`src/hdl/tno_pkg.sv`:
```
`default_nettype none
package tno_pkg;

  localparam logic [7:0] TN_IAC        = 8'd255;
  localparam logic [7:0] TN_DONT       = 8'd254;
  localparam logic [7:0] TN_DO         = 8'd253;
  localparam logic [7:0] TN_WONT       = 8'd252;
  localparam logic [7:0] TN_WILL       = 8'd251;
  localparam logic [7:0] TN_SB         = 8'd250;
  localparam logic [7:0] TN_SE         = 8'd240;
  localparam logic [7:0] TN_FIRST_CMD  = 8'd236;
  localparam logic [7:0] TN_LAST_PLAIN = 8'd249;
  localparam logic [7:0] TN_NUL        = 8'd0;

  localparam logic [7:0] OPT_BINARY = 8'd0;
  localparam logic [7:0] OPT_ECHO   = 8'd1;
  localparam logic [7:0] OPT_SGA    = 8'd3;
  localparam logic [7:0] OPT_TTYPE  = 8'd24;
  localparam logic [7:0] OPT_NAWS   = 8'd31;
  localparam logic [7:0] QUAL_SEND  = 8'd1;

  localparam int unsigned CFG_INDEX_W = 8;
  localparam logic [CFG_INDEX_W-1:0] CFG_WINDOW_COLUMNS = 8'd0;
  localparam logic [CFG_INDEX_W-1:0] CFG_WINDOW_ROWS    = 8'd1;

  localparam logic [15:0] WINDOW_COLUMNS_RESET = 16'd80;
  localparam logic [15:0] WINDOW_ROWS_RESET    = 16'd50;

  typedef enum logic [2:0] {
    ST_IDLE      = 3'd0,
    ST_AFTER_IAC = 3'd1,
    ST_AFTER_CMD = 3'd2,
    ST_SB_TTYPE  = 3'd3,
    ST_SEND      = 3'd4
  } parse_stage_t;

  typedef enum logic [1:0] {
    KIND_DATA    = 2'd0,
    KIND_SEND    = 2'd1,
    KIND_REQUEST = 2'd2
  } out_kind_t;

  typedef logic [3:0] burst_idx_t;
  localparam burst_idx_t IDX_TRIPLE_LAST = 4'd2;
  localparam burst_idx_t IDX_NAWS_LAST   = 4'd11;

endpackage
`default_nettype wire

```
`src/hdl/telnet_option_negotiator.sv`:
```
// Client-side telnet receive filter with option negotiation.
// The input channel (in_valid, in_ready, in_rx_byte) takes one byte received
// from the server per transaction. The result channel (out_valid, out_ready,
// out_kind, out_value, out_last) delivers zero or more results per input byte:
// data bytes for the host, reply bytes for the server, or a terminal-type
// request event. out_last marks the final result caused by one input byte.
// The configuration channel (cfg_valid, cfg_ready, cfg_index, cfg_data) sets
// the window columns (index 0) and rows (index 1) used in the window-size
// reply; it is always ready and must only be written while the block is idle.
// Each input byte is parsed in the cycle it is accepted and its first result
// is presented on the next cycle. Results leave one per cycle from an output
// sequencer while out_ready is high, so a byte yields 1, 3 or 12 results. A
// new byte is accepted in the same cycle that the final result of the previous
// one is taken, so pass-through data sustains one byte per cycle while the
// receiver is ready. A reply triple holds 3 results and the NAWS answer 12.
// When the receiver stalls, the current result holds and in_ready falls once
// a result is waiting. Reset clears the parser, the option flags and the
// sequencer, and restores the window size to 80 columns by 50 rows.
`default_nettype none
module telnet_option_negotiator (
  input  wire                              clk,
  input  wire                              rst_n,
  input  wire                              in_valid,
  output logic                             in_ready,
  input  wire  [7:0]                       in_rx_byte,
  output logic                             out_valid,
  input  wire                              out_ready,
  output logic [1:0]                       out_kind,
  output logic [7:0]                       out_value,
  output logic                             out_last,
  input  wire                              cfg_valid,
  output logic                             cfg_ready,
  input  wire  [tno_pkg::CFG_INDEX_W-1:0]  cfg_index,
  input  wire  [15:0]                      cfg_data
);
  import tno_pkg::*;

  logic [15:0]  window_columns_r;
  logic [15:0]  window_rows_r;
  parse_stage_t stage_r, stage_nxt;
  logic [7:0]   pend_r, pend_nxt;
  logic         binary_r, binary_nxt;
  logic         echo_r, echo_nxt;
  logic         sga_r, sga_nxt;

  logic         burst_valid_r;
  out_kind_t    burst_kind_r;
  logic [7:0]   burst_cmd_r;
  logic [7:0]   burst_byte_r;
  logic         burst_naws_r;
  burst_idx_t   idx_r;

  logic         emit_valid;
  out_kind_t    emit_kind;
  logic [7:0]   emit_cmd;
  logic [7:0]   emit_byte;
  logic         emit_naws;

  logic         in_fire;
  logic         out_fire;
  logic [7:0]   c;

  assign c         = in_rx_byte;
  assign cfg_ready = 1'b1;
  assign in_fire   = in_valid && in_ready;
  assign out_fire  = out_valid && out_ready;
  assign in_ready  = !burst_valid_r || (out_ready && out_last);

  always_comb begin
    stage_nxt  = stage_r;
    pend_nxt   = pend_r;
    binary_nxt = binary_r;
    echo_nxt   = echo_r;
    sga_nxt    = sga_r;
    emit_valid = 1'b0;
    emit_kind  = KIND_DATA;
    emit_cmd   = TN_NUL;
    emit_byte  = c;
    emit_naws  = 1'b0;
    case (stage_r)
      ST_IDLE: begin
        if (c == TN_IAC) begin
          stage_nxt = ST_AFTER_IAC;
        end else if (c != TN_NUL) begin
          emit_valid = 1'b1;
        end
      end
      ST_AFTER_IAC: begin
        if (c == TN_IAC) begin
          if (binary_r) begin
            stage_nxt  = ST_IDLE;
            emit_valid = 1'b1;
          end
        end else if (c inside {[TN_FIRST_CMD:TN_LAST_PLAIN]}) begin
          stage_nxt = ST_IDLE;
        end else begin
          pend_nxt  = c;
          stage_nxt = ST_AFTER_CMD;
        end
      end
      ST_AFTER_CMD: begin
        stage_nxt = ST_IDLE;
        if (pend_r >= TN_FIRST_CMD) begin
          emit_kind = KIND_SEND;
          case (pend_r)
            TN_DONT: begin
              if (c == TN_IAC) begin
                stage_nxt = ST_AFTER_IAC;
              end else begin
                emit_valid = 1'b1;
                emit_cmd   = TN_WONT;
              end
            end
            TN_DO: begin
              emit_valid = 1'b1;
              emit_cmd   = TN_WILL;
              case (c)
                OPT_ECHO: begin
                  emit_cmd = TN_WONT;
                  echo_nxt = 1'b1;
                end
                OPT_BINARY: binary_nxt = 1'b1;
                OPT_SGA:    sga_nxt    = 1'b1;
                OPT_TTYPE:  emit_cmd   = TN_WILL;
                OPT_NAWS:   emit_naws  = 1'b1;
                default:    emit_cmd   = TN_WONT;
              endcase
            end
            TN_WILL: begin
              emit_cmd = TN_DO;
              case (c)
                OPT_ECHO: begin
                  emit_valid = !echo_r;
                  echo_nxt   = 1'b1;
                end
                OPT_BINARY: begin
                  emit_valid = !binary_r;
                  binary_nxt = 1'b1;
                end
                OPT_SGA: begin
                  emit_valid = !sga_r;
                  sga_nxt    = 1'b1;
                end
                default: begin
                  emit_valid = 1'b1;
                  emit_cmd   = TN_DONT;
                end
              endcase
            end
            TN_WONT: begin
              emit_valid = 1'b1;
              emit_cmd   = TN_DONT;
            end
            TN_SB: begin
              if (c == OPT_TTYPE) begin
                stage_nxt = ST_SB_TTYPE;
              end
            end
            default: ;
          endcase
        end
      end
      ST_SB_TTYPE: begin
        stage_nxt = (c == QUAL_SEND) ? ST_SEND : ST_IDLE;
      end
      ST_SEND: begin
        if (c == TN_SE) begin
          emit_valid = 1'b1;
          emit_kind  = KIND_REQUEST;
          stage_nxt  = ST_IDLE;
        end
      end
      default: begin
        stage_nxt = ST_IDLE;
      end
    endcase
  end

  always_ff @(posedge clk) begin
    if (!rst_n) begin
      window_columns_r <= WINDOW_COLUMNS_RESET;
      window_rows_r    <= WINDOW_ROWS_RESET;
    end else if (cfg_valid && cfg_ready) begin
      case (cfg_index)
        CFG_WINDOW_COLUMNS: window_columns_r <= cfg_data;
        CFG_WINDOW_ROWS:    window_rows_r    <= cfg_data;
        default: ;
      endcase
    end
  end

  always_ff @(posedge clk) begin
    if (!rst_n) begin
      stage_r  <= ST_IDLE;
      pend_r   <= TN_NUL;
      binary_r <= 1'b0;
      echo_r   <= 1'b0;
      sga_r    <= 1'b0;
    end else if (in_fire) begin
      stage_r  <= stage_nxt;
      pend_r   <= pend_nxt;
      binary_r <= binary_nxt;
      echo_r   <= echo_nxt;
      sga_r    <= sga_nxt;
    end
  end

  always_ff @(posedge clk) begin
    if (!rst_n) begin
      burst_valid_r <= 1'b0;
      idx_r         <= '0;
    end else if (in_fire && emit_valid) begin
      burst_valid_r <= 1'b1;
      idx_r         <= '0;
    end else if (out_fire && out_last) begin
      burst_valid_r <= 1'b0;
    end else if (out_fire) begin
      idx_r <= idx_r + burst_idx_t'(1);
    end
  end

  always_ff @(posedge clk) begin
    if (in_fire && emit_valid) begin
      burst_kind_r <= emit_kind;
      burst_cmd_r  <= emit_cmd;
      burst_byte_r <= emit_byte;
      burst_naws_r <= emit_naws;
    end
  end

  always_comb begin
    out_valid = burst_valid_r;
    out_kind  = burst_kind_r;
    out_last  = 1'b1;
    out_value = TN_NUL;
    case (burst_kind_r)
      KIND_DATA: out_value = burst_byte_r;
      KIND_SEND: begin
        out_last = burst_naws_r ? (idx_r == IDX_NAWS_LAST) : (idx_r == IDX_TRIPLE_LAST);
        case (idx_r)
          4'd0:    out_value = TN_IAC;
          4'd1:    out_value = burst_cmd_r;
          4'd2:    out_value = burst_byte_r;
          4'd3:    out_value = TN_IAC;
          4'd4:    out_value = TN_SB;
          4'd5:    out_value = OPT_NAWS;
          4'd6:    out_value = window_columns_r[15:8];
          4'd7:    out_value = window_columns_r[7:0];
          4'd8:    out_value = window_rows_r[15:8];
          4'd9:    out_value = window_rows_r[7:0];
          4'd10:   out_value = TN_IAC;
          4'd11:   out_value = TN_SE;
          default: out_value = TN_NUL;
        endcase
      end
      KIND_REQUEST: out_value = TN_NUL;
      default:      out_value = TN_NUL;
    endcase
  end

endmodule
`default_nettype wire
```
`config.mk`:
```
export PLATFORM = sky130hd
export DESIGN_NAME = telnet_option_negotiator
export DESIGN_NICKNAME = d
export VERILOG_FILES = /design/src/hdl/tno_pkg.sv /design/src/hdl/telnet_option_negotiator.sv
export SDC_FILE = /design/constraint.sdc
export NUM_CORES = 1
export LEC_CHECK = 0
export ABC_AREA = 1
export ABC_CLOCK_PERIOD_IN_PS = 2400
export BUFFER_PORTS_ARGS = -buffer_cell sky130_fd_sc_hd__buf_2
export CAP_MARGIN = 20
export CORE_AREA = 4 4 104 106
export DETAILED_ROUTE_END_ITERATION = 10
export DIE_AREA = 0 0 108 110
export HOLD_SLACK_MARGIN = 0.06
export PLACE_DENSITY = 0.5
export SETUP_SLACK_MARGIN = 0.05
export SYNTH_ARGS = -nofsm -noshare
export SYNTH_HDL_FRONTEND = slang
export SYNTH_SLANG_ARGS = --single-unit
```
`constraint.sdc`:
```
create_clock -name clk -period 2.4 [get_ports clk]
set_input_delay 0.36 -clock clk [delete_from_list [all_inputs] [get_ports clk]]
set_output_delay 0.36 -clock clk [all_outputs]
set_load 0.02 [all_outputs]
```
[Yosys cells after proc, flatten, opt, wreduce, memory -nomap -nowiden]
Index checks and enable logic that the tools add are counted.
Storage, ports and cells
  register bits after elaboration: 70
  bits of input ports: 37
  logic and storage cells: 121
Cells by class
  add/sub/neg operators: 1
  magnitude comparators: 3
  equality and inequality tests: 31
  multiplexer cells: 35
  bitwise logic cells: 4
  reduce and logical (&&, ||, !) cells: 34
Operators by type and width (count)
  one-hot mux 8 bit (10 select lines): 1
  equality test 8 bit (second input constant): 7
  one-hot mux 8 bit (4 select lines): 1
  two-way mux 3 bit: 6
  equality test 4 x 3 -> 1 bit (second input constant): 4
  equality test 4 bit (second input constant): 4
  equality test 8 x 1 -> 1 bit (second input constant): 2
  equality test 8 x 5 -> 1 bit (second input constant): 2
  >= comparator 8 bit (second input constant): 2
  logical NOT 8 bit: 2
  one-hot mux 8 bit (2 select lines): 1
  one-hot mux 3 bit (5 select lines): 1
  AND reduction 5 bit: 3
  two-way mux 1 bit: 14
  two-way mux 2 bit: 5
  equality test 4 x 2 -> 1 bit (second input constant): 2
  equality test 8 x 2 -> 1 bit (second input constant): 1
  <= comparator 8 bit (second input constant): 1
  two-way mux 8 bit: 1
  one-hot mux 2 bit (2 select lines): 2
  AND reduction 2 bit: 4
  AND reduction 4 bit: 2
  nonzero test 8 bit: 1
  equality test 3 x 2 -> 1 bit (second input constant): 2
  other kinds (21): 37

[Depth between registers and ports, before layout]
Gate-level depths: netlist of the first run.
  word-level depth: 8
  mapped depth: 13
  gate-level depth less buffers: 13

[Worst setup path after synthesis of the first run]
No wires, ideal clock.
  kind: register to register
  start: register idx_r[0]
  end: register burst_byte_r[0] (enable)
  setup time: 0.359 ns
  arrival: 1.647 ns
  data required time: 2.041 ns
  setup slack: 0.394 ns
  stages on the path, launching flop included: 11
  buffers on the path: 0
  period minus slack after synthesis: 2.006 ns
  path through: dfxtp_1 inv_1 ha_1 inv_1 nor2_4 nand2_2 nand3b_4 nand2_4 a21boi_4 nand2_1 inv_1
Between the ends
  longest elaborated chain between the ends: 7
  elaborated cells between the ends (all ways): 8
  classes of those cells: 2 x eq/ne; 2 x mux; 4 x reduce/logical
RTL lines
  start, declared: line telnet_option_negotiator.sv:51  | burst_idx_t idx_r;
  start signal, assigned: line telnet_option_negotiator.sv:218  | idx_r <= idx_r + burst_idx_t'(1);
  equality test 4 x 2 -> 1 bit or equality test 4 bit (tied branches): line telnet_option_negotiator.sv:239  | out_last = burst_naws_r ? (idx_r == IDX_NAWS_LAST) : (idx_r == IDX_TRIPLE_LAST);
  two-way mux 1 bit *: line telnet_option_negotiator.sv:239
  two-way mux 1 bit *: line telnet_option_negotiator.sv:236  | case (burst_kind_r)
  named net out_last: line telnet_option_negotiator.sv:30  | output logic out_last,
  logical AND 1 bit *: line telnet_option_negotiator.sv:67  | assign in_ready = !burst_valid_r || (out_ready && out_last);
  logical OR 1 bit *: line telnet_option_negotiator.sv:67
  logical AND 1 bit *: line telnet_option_negotiator.sv:65  | assign in_fire = in_valid && in_ready;
  logical AND 1 bit *: line telnet_option_negotiator.sv:223  | if (in_fire && emit_valid) begin
  end signal, assigned: line telnet_option_negotiator.sv:226  | burst_byte_r <= emit_byte;
  end, declared: line telnet_option_negotiator.sv:49  | logic [7:0] burst_byte_r;
Mark *: on every way through the listed nets, which the timed path passes. The rest lies on a longest branch.
A chain may end at the register's enable or synchronous reset.

[Worst setup path after layout of the first run]
  start: register idx_r[0]
  end: output out_value[2]
Between the ends
  longest elaborated chain between the ends: 4
  elaborated cells between the ends (all ways): 15
  classes of those cells: 11 x eq/ne; 2 x mux; 2 x reduce/logical
RTL lines
  equality test 4 bit (tied with other cells): line telnet_option_negotiator.sv:240  | case (idx_r)
  OR reduction 3 bit (no source line)
  one-hot mux 8 bit (10 select lines) *: line telnet_option_negotiator.sv:240
  one-hot mux 8 bit (2 select lines) *: line telnet_option_negotiator.sv:236
  end, declared: line telnet_option_negotiator.sv:29  | output logic [7:0] out_value,
Every way passes the cells marked *; elsewhere a longest branch is shown, timed or not.

==> results of run 1 <==
## registers in the layout, summed over array words and instances, names as in the netlist
register,count
binary_r,1
idx_r,4
sga_r,1
window_rows_r,16
burst_cmd_r,4
pend_r,8
burst_naws_r,1
burst_byte_r,8
stage_r,3
out_valid,1
window_columns_r,16
echo_r,1
out_kind,2
## logic make-up (layout without fill, tap and decap cells)
logic type	count (synthesis)	after routing	share of synthesized area
flops	66	66	0.432
simple gates	237	237	0.297
buf+inv	77	138	0.0903
other cells	1	1	0.00110
fa+ha+maj	4	4	0.0147
compound gates	94	94	0.158
xor+xnor	3	3	0.00771
## area by class of cell
cell class,count,area [um^2],area share
Inverter,65,254,0.0605
Tap cell,133,166,0.0396
Multi-Input combinational cell,339,1750,0.417
Clock buffer,13,180,0.0429
Timing Repair Buffer,57,318,0.0757
Clock inverter,3,43.8,0.0104
Sequential cell,66,1480,0.353
## routing by layer
layer	wire (um)	up-vias	part of all wire	global-route usage
met1	4200	1463	0.46	0.202
met4	124	0	0.014	0.0523
met5	0	-	0	0
met3	390	11	0.043	0.0344
met2	4380	63	0.48	0.279
li1	-	1679	-	-
## worst register-to-register path, stage by stage, from the launching register on
cell	delay [ns]
dfxtp_4	0.40
ha_2	0.25
nand3_1	0.16
nor2_1	0.12
nand3b_4	0.16
nand2_4	0.06
a21boi_4	0.20
nand2_1	0.13
inv_1	0.07
buf_4	0.21
## what timing repair did
item                       CTS  global route
cloned                       0             0
pin swaps                    4             3
setup buffers                2             0
resized for setup           21            36
setup endpoints to repair    8             9
## Yosys cell counts, types with 4 or more instances
| library cell | n | area (um^2) |
|---|---|---|
| nand4_1 | 5 | 31.3 |
| edfxtp_1 | 15 | 450 |
| o21ai_0 | 47 | 235 |
| a221oi_1 | 7 | 61.3 |
| dfxtp_1 | 51 | 1020 |
| o21ai_1 | 5 | 25.0 |
| clkbuf_1 | 8 | 30.0 |
| nand3_1 | 30 | 150 |
| nor3_1 | 10 | 50.1 |
| ha_1 | 4 | 50.1 |
| inv_1 | 63 | 236 |
| nand2_1 | 76 | 285 |
| a21oi_1 | 24 | 120 |
| nor2_1 | 102 | 383 |
## through the flow
step	util	worst slack [ns]
final	0.430	0.129
after global routing	0.430	0.00659
after CTS	0.418	0.0570
after detailed placement	0.389	0.173
after global placement	0.389	0.237
after floorplan	-	0.394
## worst max path at each step
stage,cells past startpoint,from,end
6_report,10,idx_r[0]$_SDFFE_PP0P_,out_value[2]
5_1_grt,10,idx_r[0]$_SDFFE_PP0P_,out_value[2]
4_1_cts,8,idx_r[0]$_SDFFE_PP0P_,out_value[1]
3_5_place_dp,9,idx_r[0]$_SDFFE_PP0P_,out_value[1]
3_3_place_gp,9,idx_r[0]$_SDFFE_PP0P_,out_value[1]
2_1_floorplan,10,idx_r[0]$_SDFFE_PP0P_,burst_byte_r[0]$_DFFE_PP_
## power by group through the flow
stage	clock, W	combinational [W]	sequential, W
2_1_floorplan	0	0.000625	0.00143
3_3_place_gp	0	0.000939	0.00143
3_5_place_dp	0	0.000947	0.00144
4_1_cts	0.00106	0.000964	0.00141
5_1_grt	0.00112	0.00112	0.00143
6_report	0.00104	0.000991	0.00141
==> run summary, run 1 <==
Status: finished, final reports clean
Critical path cell sequence: ha_2 -> o21ai_2 -> nand2_2 -> inv_2 -> nand2_4 -> a221oi_2 -> nand2_1 -> nand2_1 -> o21ai_2 -> buf_4
MaxCap Viol Count: 0
Sequential element share of the synthesized area: 0.432
Sw Pwr: 0.00118 W
Pleak: 1.76 nW
Synth unique cells: 34
Post-Place Cells: 658
Area grow syn2layout: 23.2%
Core area: 0.00977 mm^2
TritonCTS Buffers: 9
Die height: 110 um
Max VDD drop: 0.392 mV
Initial core utilization: 0.349
WP buf/inv: 2
CTS H-tree lvls: 3
Total power: 0.00343 W
Hold-fix buffers, CTS: 0
Crit path capture type: output port
Critical Path Max Stage Delay: 0.38 ns
DP Area: 0.00380 mm^2
Synth Warn #: 0
IO Count: 51
Filler Cells Inserted: 1039
WL final: 9100 um
Fin crit share: 0.946
Top_reg_cell synth: dfxtp_1
Worst hold path type: primary input to register
Row count: 36
Initial antenna violation count: 0
CP Max Fanout: 5
Final hold violations: 0
Number of flops mapped to enable cells by yosys: 15
First-pass GRT wire length: 15100 um
Pwr dens: 818 mW/mm^2
Cell area after layout: 0.00420 mm^2
Post-layout nets: 579
R2R Path End: burst_cmd_r[2]$_SDFFCE_PN0P_
GRT Residual Overflow: 0
Slew HR: 0.511
Register bit total from synthesis: 66
Clock Power Share: 0.302
Layout cells sized above 1: 0.223
Die X: 108 um
Synthesized Nets: 523
RSZ-0062 raised after global routing: yes
Maximum clock rate: 0.440 GHz
Synth Area per Inst: 7.07 um^2
CTS tree: built
Drt via density: 4.76
Commonest non-fill, non-tap cell in the layout: nor2_1
R2r startpoint: idx_r[0]$_SDFFE_PP0P_
Setup CP Type: register to output port
Worst Skew: 0.00424 ns
Least-Margin Pin Slew: 0.733 ns
GR Util All Layers: 0.162
Worst path slowest cell: dfxtp_4
Routed length per placed instance: 13.5 um
Die area: 0.0119 mm^2
Most frequent cells in the layout: nor2_1, nand2_1, inv_1
Async set-or-reset flop fraction in the synthesized netlist: 0
Port Buffers: 49
Fin Hold WS: 0.243 ns
Reg clk slew, reported paths: 0.07 ns
Worst Reg-to-Reg Cells: 9
Sequential share of power: 0.410
Flop-to-flop setup slack: 0.34 ns
Critical Path RT: 2.04 ns
CP startpoint kind: register
Initial DRC count: 116
Mapped cell area: 0.00341 mm^2
Minimum clock period: 2.27 ns
Comb power frac: 0.288
N_diodes: 0
Sw Share: 0.344
Final ANT Viol Nets: 0
Vias in the first global route: 3152
Largest net degree at the start of global routing: 46
Clk sink count: 66
DRC viols: 0
P_int: 0.00225 W
Post-DP HPWL: 6940 um
Routed vias: 3216
CP top delay family: compound AO/OA/AOI/OAI gates
TritonRoute pass-1 iters: 7
Layout Cells excl Fill: 676
Worst Hold End: window_columns_r[6]$_SDFFE_PN1P_
Hold wc startpoint: cfg_data[6]
GP Congestion: 0.843
Clock latency at the later pin of the worst-skew pair: 0.34 ns
Post-Synthesis Cells: 482
Hold path depth: 3
Setup-failing EPs final: 0
Max Slew Vio Count: 0
CP arrival: 1.91 ns
Clk buf depth: 2
Setup TNS: 0 ns
Clk root buf: clkbuf_8
Note: power is estimated with default switching activity, not from simulation.
==> run 2, diff against run 1 <==
--- a/config.mk
+++ b/config.mk
@@ -7,13 +7,13 @@
 export LEC_CHECK = 0
 export ABC_AREA = 1
 export ABC_CLOCK_PERIOD_IN_PS = 2400
-export BUFFER_PORTS_ARGS = -buffer_cell sky130_fd_sc_hd__buf_2
 export CAP_MARGIN = 20
-export CORE_AREA = 4 4 104 106
+export CORE_AREA = 2 2 87 122
 export DETAILED_ROUTE_END_ITERATION = 10
-export DIE_AREA = 0 0 108 110
+export DIE_AREA = 0 0 89 124
+export DONT_BUFFER_PORTS = 1
 export HOLD_SLACK_MARGIN = 0.06
-export PLACE_DENSITY = 0.5
+export PLACE_DENSITY = 0.45
 export SETUP_SLACK_MARGIN = 0.05
 export SYNTH_ARGS = -nofsm -noshare
 export SYNTH_HDL_FRONTEND = slang
==> run 2 against run 1 <==
  * Sequential share of layout area increased by 0.88 points
  * Register-to-register slack got worse by 0.07 ns
  * Combinational power decreased by 12%
  * Utilization decreased by 1.6 points
  * Maximum frequency increased by 0.70%
  * Count of clock-buffer cells in the layout decreased by 4
  * First-iteration DRC count increased by 6.9%
  * Global-route usage increased by 1.6 points
  * Wire length increased by 2.4%
  * Sequential cell count unchanged
  * Highest routed layer unchanged
==> run summary, run 2 (synthesized netlist as in run 1, its figures left out) <==
Initial DRC count: 124 (+6.9%)
GRT Residual Overflow: 0 (unchanged)
TritonCTS Buffers: 9 (unchanged)
Minimum clock period: 2.26 ns (-0.0159 ns)
Clk buf depth: 2 (unchanged)
Worst Skew: 0.00652 ns (+0.00229 ns)
Routed length per placed instance: 14.7 um (+9.3%)
Layout Cells excl Fill: 633 (-6.4%)
Setup TNS: 0 ns (unchanged)
Multi-input logic area: 0.00173 mm^2 (-1.3%)
Critical Path RT: 2.04 ns (about the same)
Fin crit share: 0.940 (-0.00661)
Maximum clock rate: 0.443 GHz (+0.70%)
P_int: 0.00271 W (+20%)
Crit path capture type: output port
Sw Pwr: 0.00121 W (+2.3%)
Clock Power Share: 0.414 (+0.112)
IO Count: 51 (unchanged)
Clk sink count: 66 (unchanged)
Sw Share: 0.309 (-0.0357)
Die height: 124 um (+13%)
Comb power frac: 0.222 (-0.066)
Status: finished, final reports clean
Area grow syn2layout: 20.1%
Busiest grt layer: met2
Layout cells sized above 1: 0.145 (-0.0783)
TritonRoute pass-1 iters: 4 (-3)
CTS H-tree lvls: 3 (unchanged)
Die X: 89 um (-18%)
Met3 Use GR: 0.0358 (+0.00142)
Initial antenna violation count: 0 (unchanged)
CTS tree: built
Least-Margin Pin Slew: 0.590 ns (-0.143 ns)
Top Registers: window_columns_r: 16 flops, window_rows_r: 16 flops
GR Util All Layers: 0.178 (+0.0158)
Most frequent cells in the layout: nor2_1, nand2_1, inv_1
Fin Hold WS: 0.119 ns (-0.124 ns)
Row count: 43 (+19%)
Reg clk slew, reported paths: 0.06 ns (about the same)
Total power: 0.00392 W (+14%)
RSZ-0062 raised after global routing: no
GP Congestion: 0.880 (+4.4%)
Setup CP Type: register to output port
Final ANT Viol Nets: 0 (unchanged)
MaxCap Viol Count: 0 (unchanged)
Pwr dens: 958 mW/mm^2 (+17%)
CP arrival: 1.90 ns (about the same)
Port Buffers: 0 (-100%)
Setup-failing EPs final: 0 (unchanged)
Met2 GRT Util: 0.326 (+0.0472)
Clock latency at the later pin of the worst-skew pair: 0.33 ns (about the same)
Vias in the first global route: 2938 (-6.8%)
Drt via density: 4.79 (+0.78%)
Routed vias: 3035 (-5.6%)
DRC viols: 0 (unchanged)
First-pass GRT wire length: 14700 um (-2.7%)
Post-DP HPWL: 7010 um (+0.94%)
Filler Cells Inserted: 1103 (+6.2%)
Pleak: 1.64 nW (-6.8%)
Die area: 0.0110 mm^2 (-7.1%)
Post-Place Cells: 612 (-7.0%)
Max VDD drop: 0.554 mV (+41%)
Final hold violations: 0 (unchanged)
Post-layout nets: 534 (-7.8%)
Grt met1 use: 0.187 (-0.0149)
Commonest non-fill, non-tap cell in the layout: nor2_1
Initial core utilization: 0.344 (-0.00441)
Worst hold path type: primary input to register
Slew HR: 0.606 (+0.0948)
CP Max Fanout: 7 (+2)
Core area: 0.00990 mm^2 (+1.3%)
N_diodes: 0 (unchanged)
Hold-fix buffers, CTS: 0 (unchanged)
Sequential cell area: 0.00148 mm^2 (about the same)
WL final: 9320 um (+2.4%)
Max Slew Vio Count: 0 (unchanged)
CP startpoint kind: register
Clk root buf: clkbuf_16
Sequential share of power: 0.363 (-0.047)
Largest net degree at the start of global routing: 46 (unchanged)
## run 2: critical path, stage by stage (launching register included)
cell and delay, ns:
dfxtp_4 0.38, inv_4 0.05, ha_4 0.16, nand3_4 0.10
inv_6 0.05, a22o_1 0.24, nor4_2 0.30, o22ai_2 0.12
buf_6 0.15
## run 2: power groups by stage
stage	clock [W]	sequential [W]	combinational [W]
after floorplan	0	0.00143	0.000625
after global placement	0	0.00145	0.000824
after detailed placement	0	0.00146	0.000823
after CTS	0.00165	0.00143	0.000839
after global routing	0.00170	0.00144	0.000979
final	0.00162	0.00142	0.000872
## run 2: layout make-up
class / count / share of cell area
clock inverter: 7 / 0.0345
clock buffer: 9 / 0.0550
tap: 135 / 0.0413
multi-input combinational: 339 / 0.423
inverter: 65 / 0.0614
timing repair buffer: 12 / 0.0229
sequential: 66 / 0.362
## run 2: routing by layer
layer / vias to the layer above / routed length, um / share of wire
met5: - / 0 / 0
met4: 0 / 219 / 0.024
li1: 1598 / - / -
met2: 56 / 5000 / 0.54
met1: 1366 / 3690 / 0.40
met3: 15 / 400 / 0.043
## run 2: metrics by stage
stage | worst slack (ns) | utilization | cell area (um^2)
after CTS | 0.0553 | 0.400 | 3960
after detailed placement | 0.206 | 0.360 | 3570
after global placement | 0.237 | 0.360 | 3570
final | 0.145 | 0.414 | 4090
after floorplan | 0.394 | - | 3410
after global routing | 0.0413 | 0.414 | 4090
## run 2: worst paths after layout
kind / from / end / slack, ns / cells past startpoint
worst max-delay path: idx_r[0]$_SDFFE_PP0P_ / out_value[0] / 0.14 / 8
worst min-delay path: in_rx_byte[5] / burst_byte_r[5]$_DFFE_PP_ / 0.12 / 0
worst max register to register: out_kind[0]$_DFFE_PP_ / burst_cmd_r[1]$_SDFFCE_PN0P_ / 0.27 / 8
worst min register to register: pend_r[2]$_SDFFE_PN0P_ / pend_r[2]$_SDFFE_PN0P_ / 0.46 / 2
## run 2: what timing repair did
action                                  CTS  global route
pin swaps                                 2             5
resized for setup                        16            30
endpoints found under the setup margin    8             8
setup buffers                             1             4
